<file path="config.mk">
export PLATFORM = sky130hd
export DESIGN_NAME = adc_hysteresis_trigger_capture
export DESIGN_NICKNAME = d
export VERILOG_FILES = /design/src/design/ahtc_pkg.sv /design/src/design/ahtc_cfg_regs.sv /design/src/design/ahtc_chan_update.sv /design/src/design/adc_hysteresis_trigger_capture.sv
export SDC_FILE = /design/constraint.sdc
export NUM_CORES = 1
export LEC_CHECK = 0
export BUFFER_PORTS_ARGS = -buffer_cell sky130_fd_sc_hd__buf_4
export CAP_MARGIN = 30
export CORE_UTILIZATION = 45
export DETAILED_ROUTE_END_ITERATION = 7
export GPL_TIMING_DRIVEN = 0
export HOLD_SLACK_MARGIN = 0.03
export PLACE_DENSITY = 0.7
export SYNTH_ARGS = -nofsm -noshare
export SYNTH_HDL_FRONTEND = slang
export SYNTH_SLANG_ARGS = --single-unit
</file>
<file path="constraint.sdc">
create_clock -name clk_i -period 5.9 [get_ports clk_i]
set_clock_uncertainty 0.15 [all_clocks]
set_input_delay 0.295 -clock clk_i [delete_from_list [all_inputs] [get_ports clk_i]]
set_output_delay 0.295 -clock clk_i [all_outputs]
set_load 0.01 [all_outputs]
</file>
<file path="src/design/ahtc_pkg.sv">
// Package for the ADC hysteresis trigger: level codes, per-channel state,
// threshold set, register indexes and reset values. No dependencies.
package ahtc_pkg;

  localparam int unsigned NumChan   = 2;
  localparam int unsigned SampleW   = 12;
  localparam int unsigned StampW    = 32;
  localparam int unsigned ThreshW   = 16;
  localparam int unsigned CfgAddrW  = 3;

  // Channel level status
  typedef enum logic [1:0] {
    LVL_MID  = 2'd0,
    LVL_HIGH = 2'd1,
    LVL_LOW  = 2'd2
  } level_e;

  // Configuration register indexes
  localparam logic [CfgAddrW-1:0] CFG_LOW_CH0  = 3'd0;
  localparam logic [CfgAddrW-1:0] CFG_HIGH_CH0 = 3'd1;
  localparam logic [CfgAddrW-1:0] CFG_MID_CH0  = 3'd2;
  localparam logic [CfgAddrW-1:0] CFG_LOW_CH1  = 3'd3;
  localparam logic [CfgAddrW-1:0] CFG_HIGH_CH1 = 3'd4;
  localparam logic [CfgAddrW-1:0] CFG_MID_CH1  = 3'd5;

  // Threshold reset values
  localparam logic [ThreshW-1:0] RST_LOW_CH0  = 16'd900;
  localparam logic [ThreshW-1:0] RST_HIGH_CH0 = 16'd2200;
  localparam logic [ThreshW-1:0] RST_MID_CH0  = 16'd1400;
  localparam logic [ThreshW-1:0] RST_LOW_CH1  = 16'd2700;
  localparam logic [ThreshW-1:0] RST_HIGH_CH1 = 16'd5000;
  localparam logic [ThreshW-1:0] RST_MID_CH1  = 16'd3000;

  typedef struct packed {
    logic [ThreshW-1:0] low;
    logic [ThreshW-1:0] high;
    logic [ThreshW-1:0] mid;
  } thresh_t;

  typedef struct packed {
    level_e              status;
    logic                trig_valid;
    logic [SampleW-1:0]  trig_value;
    logic [StampW-1:0]   trig_tick;
    logic [StampW-1:0]   trig_time;
  } chan_state_t;

endpackage

</file>
<file path="src/design/ahtc_cfg_regs.sv">
// Threshold register file for both channels, written through a plain write port.
// Depends on ahtc_pkg.
module ahtc_cfg_regs (
  input  logic                                clk_i,
  input  logic                                rst_ni,
  input  logic                                cfg_we_i,
  input  logic [ahtc_pkg::CfgAddrW-1:0]       cfg_addr_i,
  input  logic [ahtc_pkg::ThreshW-1:0]        cfg_wdata_i,
  output ahtc_pkg::thresh_t                   thr_o [ahtc_pkg::NumChan]
);

  ahtc_pkg::thresh_t thr_q [ahtc_pkg::NumChan];

  // Register writes; indexes past the last register are dropped
  always_ff @(posedge clk_i or negedge rst_ni) begin
    if (!rst_ni) begin
      thr_q[0] <= '{low: ahtc_pkg::RST_LOW_CH0, high: ahtc_pkg::RST_HIGH_CH0,
                    mid: ahtc_pkg::RST_MID_CH0};
      thr_q[1] <= '{low: ahtc_pkg::RST_LOW_CH1, high: ahtc_pkg::RST_HIGH_CH1,
                    mid: ahtc_pkg::RST_MID_CH1};
    end else if (cfg_we_i) begin
      unique case (cfg_addr_i)
        ahtc_pkg::CFG_LOW_CH0:  thr_q[0].low  <= cfg_wdata_i;
        ahtc_pkg::CFG_HIGH_CH0: thr_q[0].high <= cfg_wdata_i;
        ahtc_pkg::CFG_MID_CH0:  thr_q[0].mid  <= cfg_wdata_i;
        ahtc_pkg::CFG_LOW_CH1:  thr_q[1].low  <= cfg_wdata_i;
        ahtc_pkg::CFG_HIGH_CH1: thr_q[1].high <= cfg_wdata_i;
        ahtc_pkg::CFG_MID_CH1:  thr_q[1].mid  <= cfg_wdata_i;
        default: ;
      endcase
    end
  end

  assign thr_o = thr_q;

endmodule

</file>
<file path="src/design/ahtc_chan_update.sv">
// Window comparator with hysteresis for one channel: next state and trigger flag.
// Depends on ahtc_pkg.
module ahtc_chan_update (
  input  ahtc_pkg::chan_state_t               cur_i,
  input  ahtc_pkg::thresh_t                   thr_i,
  input  logic [ahtc_pkg::SampleW-1:0]        sample_i,
  input  logic [ahtc_pkg::StampW-1:0]         tick_i,
  input  logic [ahtc_pkg::StampW-1:0]         wall_i,
  output ahtc_pkg::chan_state_t               nxt_o,
  output logic                                fired_o
);

  logic [ahtc_pkg::ThreshW-1:0] sample_ext;

  assign sample_ext = {{(ahtc_pkg::ThreshW - ahtc_pkg::SampleW){1'b0}}, sample_i};

  // High test wins over low test, which wins over the return to mid
  always_comb begin
    nxt_o   = cur_i;
    fired_o = 1'b0;
    priority if (sample_ext > thr_i.high) begin
      if (cur_i.status != ahtc_pkg::LVL_HIGH) begin
        fired_o      = 1'b1;
        nxt_o.status = ahtc_pkg::LVL_HIGH;
      end
    end else if (sample_ext < thr_i.low) begin
      if (cur_i.status != ahtc_pkg::LVL_LOW) begin
        fired_o      = 1'b1;
        nxt_o.status = ahtc_pkg::LVL_LOW;
      end
    end else if ((cur_i.status == ahtc_pkg::LVL_HIGH && sample_ext < thr_i.mid) ||
                 (cur_i.status == ahtc_pkg::LVL_LOW  && sample_ext > thr_i.mid)) begin
      nxt_o.status = ahtc_pkg::LVL_MID;
      // return within the capture tick: treat the trigger as noise
      if (cur_i.trig_valid && cur_i.trig_tick == tick_i) begin
        nxt_o.trig_valid = 1'b0;
      end
    end else begin
      // inside the hysteresis band: state holds
    end

    // capture on a new trigger
    if (fired_o) begin
      nxt_o.trig_valid = 1'b1;
      nxt_o.trig_value = sample_i;
      nxt_o.trig_tick  = tick_i;
      nxt_o.trig_time  = wall_i;
    end
  end

endmodule

</file>
<file path="src/design/adc_hysteresis_trigger_capture.sv">
// Two-channel ADC level trigger with hysteresis and time-stamped capture.
// Each accepted transaction passes the input register and then the result register.
// Throughput: one transaction per cycle while the output is not stalled; the channel
// state is updated as the item leaves the input register, so back-to-back samples of
// one channel chain correctly. Reset (rst_ni, async, active low): both channels mid,
// no captures, captures zero, thresholds at their default values, both pipeline stages empty.
module adc_hysteresis_trigger_capture (
  input  logic        clk_i,
  input  logic        rst_ni,
  // configuration write port
  input  logic        cfg_we_i,
  input  logic [2:0]  cfg_addr_i,
  input  logic [15:0] cfg_wdata_i,
  // sample stream
  input  logic        s_axis_tvalid,
  output logic        s_axis_tready,
  input  logic [79:0] s_axis_tdata,   // [11:0] sample, [43:12] tick_ms, [75:44] wall_time
  input  logic        s_axis_tuser,   // [0] channel
  // result stream
  output logic        m_axis_tvalid,
  input  logic        m_axis_tready,
  output logic [79:0] m_axis_tdata,   // [11:0] captured_value, [43:12] captured_tick,
                                      // [75:44] captured_time
  output logic [3:0]  m_axis_tuser    // [1:0] level_state, [2] new_trigger, [3] trigger_valid
);

  localparam int unsigned SW = ahtc_pkg::SampleW;
  localparam int unsigned TW = ahtc_pkg::StampW;

  ahtc_pkg::thresh_t     thr [ahtc_pkg::NumChan];
  ahtc_pkg::chan_state_t st_q [ahtc_pkg::NumChan];
  ahtc_pkg::chan_state_t nxt_st;
  logic                  fired;

  logic          in_vld_q;
  logic          in_chan_q;
  logic [SW-1:0] in_sample_q;
  logic [TW-1:0] in_tick_q;
  logic [TW-1:0] in_wall_q;

  logic                  out_vld_q;
  logic                  out_new_q;
  ahtc_pkg::chan_state_t out_st_q;

  logic advance;

  ahtc_cfg_regs u_cfg (
    .clk_i       (clk_i),
    .rst_ni      (rst_ni),
    .cfg_we_i    (cfg_we_i),
    .cfg_addr_i  (cfg_addr_i),
    .cfg_wdata_i (cfg_wdata_i),
    .thr_o       (thr)
  );

  // Handshake: stage 2 moves when the result register is free or being taken
  assign advance       = !out_vld_q || m_axis_tready;
  assign s_axis_tready = !in_vld_q || advance;

  // Input register
  always_ff @(posedge clk_i or negedge rst_ni) begin
    if (!rst_ni) begin
      in_vld_q <= 1'b0;
    end else if (s_axis_tready) begin
      in_vld_q <= s_axis_tvalid;
    end
  end

  always_ff @(posedge clk_i) begin
    if (s_axis_tready && s_axis_tvalid) begin
      in_chan_q   <= s_axis_tuser;
      in_sample_q <= s_axis_tdata[SW-1:0];
      in_tick_q   <= s_axis_tdata[SW+TW-1:SW];
      in_wall_q   <= s_axis_tdata[SW+2*TW-1:SW+TW];
    end
  end

  ahtc_chan_update u_upd (
    .cur_i    (st_q[in_chan_q]),
    .thr_i    (thr[in_chan_q]),
    .sample_i (in_sample_q),
    .tick_i   (in_tick_q),
    .wall_i   (in_wall_q),
    .nxt_o    (nxt_st),
    .fired_o  (fired)
  );

  // Channel state and result register
  always_ff @(posedge clk_i or negedge rst_ni) begin
    if (!rst_ni) begin
      for (int c = 0; c < ahtc_pkg::NumChan; c++) begin
        st_q[c] <= '{status: ahtc_pkg::LVL_MID, trig_valid: 1'b0,
                     trig_value: '0, trig_tick: '0, trig_time: '0};
      end
      out_vld_q <= 1'b0;
    end else if (advance) begin
      out_vld_q <= in_vld_q;
      if (in_vld_q) begin
        st_q[in_chan_q] <= nxt_st;
      end
    end
  end

  always_ff @(posedge clk_i) begin
    if (advance && in_vld_q) begin
      out_st_q  <= nxt_st;
      out_new_q <= fired;
    end
  end

  assign m_axis_tvalid = out_vld_q;
  assign m_axis_tdata  = {4'b0000, out_st_q.trig_time, out_st_q.trig_tick,
                          out_st_q.trig_value};
  assign m_axis_tuser  = {out_st_q.trig_valid, out_new_q, out_st_q.status};

endmodule

</file>
==> results of run 1 <==
[what timing repair did]
item	CTS	global route
hold buffers	98	0
setup buffers	0	0
setup endpoints to repair	232	93
resized for setup	6	0
endpoints found under the hold margin	305	0
[worst paths after layout]
path | startpoint | end | cells after the start
worst min register to register | st_q[155]$_DFFE_PN0P_ | st_q[155]$_DFFE_PN0P_ | 1
worst max register to register | in_chan_q$_DFFE_PP_ | m_axis_tdata[4]$_DFFE_PP_ | 15
max in group asynchronous | rst_ni | u_cfg.thr_o[37]$_DFFE_PN0P_ | 4
worst max-delay path | in_chan_q$_DFFE_PP_ | m_axis_tdata[4]$_DFFE_PP_ | 15
worst min-delay path | cfg_addr_i[0] | u_cfg.thr_o[65]$_DFFE_PN0P_ | 4
min in group asynchronous | rst_ni | st_q[99]$_DFFE_PN0P_ | 3
[power by group through the flow]
stage	registers (mW)	logic [mW]	clock network, mW
after floorplan	4.49	1.62	0
after global placement	4.50	2.44	0
after detailed placement	4.55	2.52	0
after CTS	4.50	2.60	2.82
after global routing	4.62	2.83	2.94
final	4.51	2.57	2.77
[cell usage in the layout, fill, tap and decap left out, types with 6 or more instances in the layout]
master | Yosys | layout
sky130_fd_sc_hd__mux2i_1 | 111 | 111
sky130_fd_sc_hd__a21oi_1 | 88 | 88
sky130_fd_sc_hd__nor2_1 | 87 | 87
sky130_fd_sc_hd__dfstp_2 | 31 | 31
sky130_fd_sc_hd__buf_4 | 10 | 190
sky130_fd_sc_hd__mux2_2 | 214 | 214
sky130_fd_sc_hd__edfxtp_1 | 157 | 157
sky130_fd_sc_hd__dlygate4sd3_1 | 0 | 97
sky130_fd_sc_hd__nor4_1 | 10 | 10
sky130_fd_sc_hd__dfrtp_1 | 225 | 225
sky130_fd_sc_hd__clkbuf_8 | 0 | 10
sky130_fd_sc_hd__xnor2_1 | 32 | 32
sky130_fd_sc_hd__nor3_1 | 6 | 6
sky130_fd_sc_hd__clkbuf_1 | 23 | 31
sky130_fd_sc_hd__mux2_1 | 41 | 41
sky130_fd_sc_hd__ha_1 | 35 | 35
sky130_fd_sc_hd__nand2b_1 | 6 | 6
sky130_fd_sc_hd__nand2_1 | 14 | 14
sky130_fd_sc_hd__buf_2 | 24 | 26
sky130_fd_sc_hd__nand4_1 | 7 | 7
sky130_fd_sc_hd__clkbuf_16 | 0 | 45
[logic make-up (layout without fill, tap and decap cells)]
group | after synthesis | in the layout | synth area share
adder cells (fa/ha/maj) | 35 | 35 | 0.0249
AND/OR/NAND/NOR | 146 | 146 | 0.0381
XOR/XNOR | 32 | 32 | 0.0159
buffers and inverters | 66 | 431 | 0.0192
other | 1 | 4 | 0.000213
multiplexers | 366 | 366 | 0.227
flip-flops | 413 | 413 | 0.635
AO/OA/AOI/OAI | 122 | 122 | 0.0399
[state kept, by name, summed over array words and instances (netlist names)]
name and count:
out_new_q 1, in_chan_q 1, st_q 158, in_sample_q 12
m_axis_tdata 76, u_cfg.thr_o 96, in_vld_q 1, m_axis_tuser 3
in_tick_q 32, in_wall_q 32, m_axis_tvalid 1
[cell type report]
type | count | area [µm²]
fill | 3043 | 16400
sequential | 413 | 11200
multi-input combinational | 705 | 6100
timing repair buffer | 285 | 2470
clock buffer | 68 | 1310
tap | 518 | 648
buffer | 59 | 319
clock inverter | 13 | 144
inverter | 6 | 25.0
[worst reg2reg max path, delay by kind of cell, from the launching register on]
| family | cells | cell delay (ns) |
|---|---|---|
| flip-flops | 1 | 0.68 |
| AND/OR/NAND/NOR | 1 | 0.10 |
| adder cells (fa/ha/maj) | 1 | 0.26 |
| multiplexers | 1 | 0.25 |
| buffers and inverters | 7 | 2.46 |
| AO/OA/AOI/OAI | 5 | 1.32 |
[routing by layer]
metal,GRT usage,vias to the layer above,share of wire
met5,0,-,0
li1,-,5000,-
met2,0.346,263,0.49
met3,0.0371,67,0.045
met1,0.279,5509,0.44
met4,0.0679,0,0.027
[metrics by stage]
step                      setup slack, ns  power, mW  hold WS [ns]  area (µm²)
after floorplan                      1.39       6.11        -0.151       17600
after global placement             -0.748       6.94         0.310       19600
after detailed placement           -0.844       7.07        0.0188       19700
after CTS                           0.124       9.92        0.0593       22200
after global routing               0.0602       10.4        0.0829       22200
final                               0.377       9.85        0.0928       22200
==> metrics list, run 1 <==
- The run finished with clean final reports.
- Required @ worst endpoint: 6.03 ns
- The share of total power dissipated in combinational logic is 0.261.
- The hold violation total from the final report came to 0.
- Fraction of power spent switching nets: 0.291
- Post-layout instance count excluding filler cells: 2067
- Vias: 10800
- No sink is reached through more buffers than the 3 on the longest clock path.
- Crit path capture type: flip-flop
* Pin slew with the least headroom to its limit: 0.997 ns
- The max-slew violation count came to 0.
- Unrepaired setup endpoints after global routing: false
* Layout cell share with drive strength beyond 1: 0.351
- After legalization and detailed placement, the total HPWL measured 26800 µm.
* Clock transition at path regs: 0.06 ns
* Routability congestion estimate from global placement: 0.800
- Counting flops with a built-in enable in the synthesized netlist gives 157.
- Die outline area: 39800 µm²
* Peak supply drop: 0.263 mV
- In the final routed layout, each cell accounts on average for 19.6 µm.
- Sum Neg Setup Slack: 0 ns
* Final worst path period need: 5.52 ns
- For this design, the sink count on the clock tree is 413.
* Switching component of the power: 2.86 mW
- Signed area change from the synthesized netlist to the final layout: 26.2%
- On the critical path, the stage with the largest delay is an instance of sky130_fd_sc_hd__edfxtp_1.
- Max H-tree Level: 2
- Clock latency on the worst-skew pair, taken at its later pin, is 0.57 ns.
- Worst slew margin relative to its limit: 0.330
* Final antenna diode count: 0
* Iteration count of the initial detailed-routing pass: 4
* Standby leakage power: 9.26 nW
- The die is 200 µm tall.
- STA puts the critical path data arrival time at 5.65 ns.
- Cell types occupying the most area after synthesis: sky130_fd_sc_hd__dfrtp_1, sky130_fd_sc_hd__edfxtp_1, sky130_fd_sc_hd__mux2_2, sky130_fd_sc_hd__mux2i_1, sky130_fd_sc_hd__dfstp_2
* Largest net degree at the start of global routing: 122
- Traced cell by cell, the critical path runs through buf_4 > buf_4 > buf_2 > clkbuf_2 > mux2i_1 > ha_1 > a211oi_1 > nor2_1 > o41ai_2 > a211oi_1 > a31oi_2 > clkbuf_2 > buf_2 > buf_2 > a21oi_1.
- Max frequency: 0.181 GHz
- Number of placement rows: 72
* Share of the yosys chip area belonging to registers: 0.635
- In this run, the number of DRC markers left after iteration 0 of detailed routing was 593.
* Path type of the worst setup path: flip-flop to flip-flop
- The internal power of the cells totals 6.99 mW.
- After floorplanning, the core was sized to cover 38600 µm².
* Number of nets with antenna violations after detailed routing: 0
- Total track usage: 0.209
- Of the total power, the clock network draws 0.281.
* Number of I/O port buffers: 180
- In the synthesized netlist, the number of instances is 1181.
* Number of nets at the end of the flow: 1654
* Max-cap check violation count: 0
* Remaining global-route overflow: 0
- Max FO, Critical Path: 13
- Most prevalent standard cell on the critical path: sky130_fd_sc_hd__buf_2
- In the synthesized netlist the dominant register cell turns out to be sky130_fd_sc_hd__dfrtp_1.
* Worst stage delay on the critical path: 0.68 ns
* Mapped Area: 17600 µm²
- Die boundary width: 200 µm
- Setup slack on the worst flop-to-flop path: 0.38 ns
* Antenna violations before repair: 0
- TritonCTS built the clock tree.
- Synth Warn #: 0
- CTS root buf: sky130_fd_sc_hd__clkbuf_16
- First-pass GRT wire length: 63200 µm
- For this configuration, the core starts out at a cell density of 0.456.
- Count of cell types in the netlist: 52
* Number of design rule violations left after detail routing: 0
- Number of synthesized register bits: 413
* Sequential share of power: 0.458
* Critical Path Start Type: flip-flop
- Average size of a mapped cell: 14.9 µm²
- Final setup fails: 0
- I/O pins: 191
* Total length of routed wires: 40500 µm
* Pwr/cell area: 444 nW/µm²
* Top Family by Delay on Critical Path: buffers and inverters
* Bufs and invs on worst path: 7
- By count the netlist is led by sky130_fd_sc_hd__dfrtp_1, sky130_fd_sc_hd__mux2_2, sky130_fd_sc_hd__edfxtp_1, sky130_fd_sc_hd__mux2i_1, sky130_fd_sc_hd__a21oi_1.
* Inst Count DP: 1889
- Proportion of synthesized flip-flops having asynchronous set or reset: 0.620
* Fraction of the cycle the final worst path needs: 0.936
- Of the post-synthesis cell area, the dominant cell type holds 0.320.
* Worst hold path type: primary input to flip-flop
* Via count of the first global-routing pass: 11300
* Final core occ: 0.575
- Via-to-Cell Ratio: 5.24
* Cts bufs inserted: 44
* Cell taking the most area after synthesis: sky130_fd_sc_hd__dfrtp_1
- By instance count, the leading cell after synthesis is sky130_fd_sc_hd__dfrtp_1.
(Power assumes the default switching activity.)
==> inputs of run 2 (changes only) <==
--- a/config.mk
+++ b/config.mk
@@ -7,11 +7,11 @@
 export LEC_CHECK = 0
 export BUFFER_PORTS_ARGS = -buffer_cell sky130_fd_sc_hd__buf_4
 export CAP_MARGIN = 30
-export CORE_UTILIZATION = 45
+export CORE_UTILIZATION = 48
 export DETAILED_ROUTE_END_ITERATION = 7
 export GPL_TIMING_DRIVEN = 0
 export HOLD_SLACK_MARGIN = 0.03
-export PLACE_DENSITY = 0.7
+export PLACE_DENSITY = 0.73
 export SYNTH_ARGS = -nofsm -noshare
 export SYNTH_HDL_FRONTEND = slang
 export SYNTH_SLANG_ARGS = --single-unit
==> constraint.sdc (replaced) <==
create_clock -name clk_i -period 5.5 [get_ports clk_i]
set_clock_uncertainty 0.15 [all_clocks]
set_input_delay 0.275 -clock clk_i [delete_from_list [all_inputs] [get_ports clk_i]]
set_output_delay 0.275 -clock clk_i [all_outputs]
set_load 0.01 [all_outputs]
==> run 2 against run 1 <==
- the run now ends with DRC left
- via count is essentially flat
- clock power is 4% higher
- first-iteration DRC count decreased by 1.9%
- die area fell by 6.2%
- routed wire length decreased by 2.6%
- critical path type unchanged
- largest power group unchanged
- worst hold slack gained 0.031 ns
- sequential power is 6.9% higher
- power rose by 6.1%
- utilization increased by 4.1 points
- combinational power is 7% higher
- setup slack worse by 0.10 ns
==> metrics list, run 2 (same netlist as run 1, synthesis figures left out) <==
- The detailed-route via count was 10800 (-0.065%).
- The global router's overall resource usage was 0.214 (+0.00523).
- The final reports fail on DRC.
* First-pass GRT wire length: 62200 µm (-1.5%)
- Pwr/cell area: 474 nW/µm² (+6.6%)
- The upper clock frequency limit came to 0.191 GHz (+5.7%).
- Final hold violation count: 0 (unchanged)
- From synthesis to final layout, the design area changed by 25.6%.
- Routed WL per cell: 19.6 µm (+0.10%)
- The required time of the critical path came to 5.78 ns (-0.25 ns).
- Worst slew margin relative to its limit: 0.340 (+0.00982)
- The tightest min-delay check is of the primary input to flip-flop type.
* Top library cells by usage in the layout, fill and taps aside: sky130_fd_sc_hd__dfrtp_1, sky130_fd_sc_hd__mux2_2, sky130_fd_sc_hd__buf_4, sky130_fd_sc_hd__edfxtp_1, sky130_fd_sc_hd__mux2i_1
- Placed standard-cell area: 19700 µm² (-0.23%)
- Post-layout instance count excluding filler cells: 2012 (-2.7%)
- Layout cell share with drive strength beyond 1: 0.351 (-0.000453)
* Register with the highest flop count: st_q
* Sum Neg Setup Slack: 0 ns (unchanged)
* Cts bufs inserted: 44 (unchanged)
- Placeable Area: 35800 µm² (-7.1%)
- The critical path starts at in_chan_q$_DFFE_PP_.
- Max FO, Critical Path: 10 (-3)
- Number of flip-flops under the largest register name: 158 (unchanged)
- The count of unresolved DRC violations after routing is 16 (+16).
- Fin Hold WS: 0.123 ns (+0.0306 ns)
* Placed wire-length estimate after detailed placement: 26600 µm (-0.88%)
* Routability congestion estimate from global placement: 0.771 (-3.6%)
- Total non-filler cell area in the finished layout: 22100 µm² (-0.49%)
- CTS root buf: sky130_fd_sc_hd__clkbuf_16
- Number of I/O port buffers: 180 (unchanged)
- Most common cell after layout, fill and taps aside: sky130_fd_sc_hd__dfrtp_1
* Number of pins exceeding their max-slew limit in the final report: 0 (unchanged)
- Data arrival, critical path: 5.50 ns (-0.15 ns)
- Final setup fails: 0 (unchanged)
- Path type of the worst setup path: flip-flop to flip-flop
- The static leakage power was 9.23 nW (-0.32%).
- Crit Reg-Reg Startpoint: in_chan_q$_DFFE_PP_
- Antenna violations before repair: 0 (unchanged)
- TritonCTS built the clock tree.
- Die outline area: 37400 µm² (-6.2%)
- Die boundary width: 193 µm (-3.1%)
* Status: finished with violations
- The final critical-path share of the clock period came to 0.950 (+0.0137).
- Critical Path Start Type: flip-flop
- The effective utilization at floorplan is 0.490 (+0.0347).
- The number of global-route vias before repair was 11300 (+0.12%).
* Crit path capture type: flip-flop
* Max H-tree Level: 2 (unchanged)
- The minimum period implied by the final worst setup slack was 5.22 ns (-0.299 ns).
- Number of nets at the end of the flow: 1656 (+0.12%)
- Clock transition at path regs: 0.06 ns (about the same)
- The cell row count came to 69 (-4.2%).
- The pin count of the biggest net entering global routing was 99 (-19%).
- The total chip power is 10.5 mW (+6.1%).
- The final worst slack was 0.276 ns (-0.101 ns).
- The height of the chip was 193 µm (-3.1%).
- Via-to-Cell Ratio: 5.38 (+2.7%)
- Max-cap check violation count: 0 (unchanged)
- Worst setup slack before clock tree synthesis: -1.20 ns (-0.356 ns)
* DRT iter0 DRCs: 582 (-1.9%)
- The global-route congestion overflow total was 0 (unchanged).
- Source of the worst hold timing path: cfg_addr_i[1]
- Unrepaired setup endpoints after global routing: false
- The insertion delay to the later sink of the worst-skew pair was 0.56 ns (about the same).
- Deepest clock path buffer count: 3 (unchanged)
* Total length of routed wires: 39400 µm (-2.6%)
* Final antenna diode count: 0 (unchanged)
- Pin slew with the least headroom to its limit: 0.990 ns (-0.00705 ns)
- Iteration count of the initial detailed-routing pass: 8 (+4)
* CTS sink count: 413 (unchanged)
- Peak supply drop: 0.344 mV (+30%)
- Final core occ: 0.616 (+0.0408)
- The cell count after placement came to 1834 (-2.9%).
* Number of nets with antenna violations after detailed routing: 0 (unchanged)
- I/O pins: 191 (unchanged)
run 2: cell types whose count changed in the layout (fill, tap and decap cells not counted), moves of 2 or more:
cell                         before  now
sky130_fd_sc_hd__clkbuf_8        10    2
sky130_fd_sc_hd__clkinvlp_4       0    3
sky130_fd_sc_hd__inv_6            0    3
sky130_fd_sc_hd__clkbuf_1        31   33
sky130_fd_sc_hd__inv_16           2    0
run 2: where the power goes:
part,total [mW],switching [mW],internal [mW]
logic,2.76,1.35,1.41
registers,4.82,0.485,4.34
clock network,2.87,1.18,1.69
total,10.5,3.02,7.44
run 2: area by class of cell:
| type | instances | area, µm² |
|---|---|---|
| well taps | 461 | 577 |
| fillers | 2655 | 13800 |
| clock inverters | 19 | 195 |
| flip-flops and latches | 413 | 11200 |
| repair buffers | 287 | 2480 |
| inverters | 6 | 25.0 |
| plain buffers | 59 | 322 |
| clock buffers | 62 | 1210 |
| multi-input cells | 705 | 6100 |
run 2: final timing paths:
kind                                                to  slack, ns  depth (start not counted)
setup / recovery                  st_q[61]$_DFFE_PN0P_       0.28                         15
hold / removal             u_cfg.thr_o[81]$_DFFE_PN0P_       0.12                          3
setup reg to reg                  st_q[61]$_DFFE_PN0P_       0.28                         15
hold reg to reg                   st_q[64]$_DFFE_PN0P_       0.33                          1
max in group asynchronous        st_q[108]$_DFFE_PN0P_       4.07                          3
min in group asynchronous  u_cfg.thr_o[83]$_DFFE_PN0P_       0.17                          2
run 2: what timing repair did:
item / CTS / global route
setup buffers: 1 / 0
gates cloned: 0 / 0
hold buffers: 97 / 0
setup endpoints to repair: 235 / 29
hold endpoints to repair: 259 / 0
gates resized for setup: 6 / 2
run 2: worst max-delay path, cell delays in order (launching register included):
cell and delay (ns):
sky130_fd_sc_hd__edfxtp_1 0.45, sky130_fd_sc_hd__buf_4 0.31, sky130_fd_sc_hd__buf_4 0.29, sky130_fd_sc_hd__buf_2 0.37, sky130_fd_sc_hd__clkbuf_2 0.49, sky130_fd_sc_hd__mux2i_1 0.26
sky130_fd_sc_hd__ha_1 0.27, sky130_fd_sc_hd__a21oi_1 0.19, sky130_fd_sc_hd__nor2_1 0.06, sky130_fd_sc_hd__a2111oi_0 0.40, sky130_fd_sc_hd__a211o_1 0.32, sky130_fd_sc_hd__a31oi_2 0.17
sky130_fd_sc_hd__nor2_2 0.33, sky130_fd_sc_hd__buf_2 0.38, sky130_fd_sc_hd__buf_4 0.27, sky130_fd_sc_hd__mux2_2 0.35
run 2: routing by layer:
layer  share of wire  track usage
met5               0            0
met4           0.025       0.0670
met3           0.049       0.0380
met2            0.49        0.366
met1            0.43        0.280
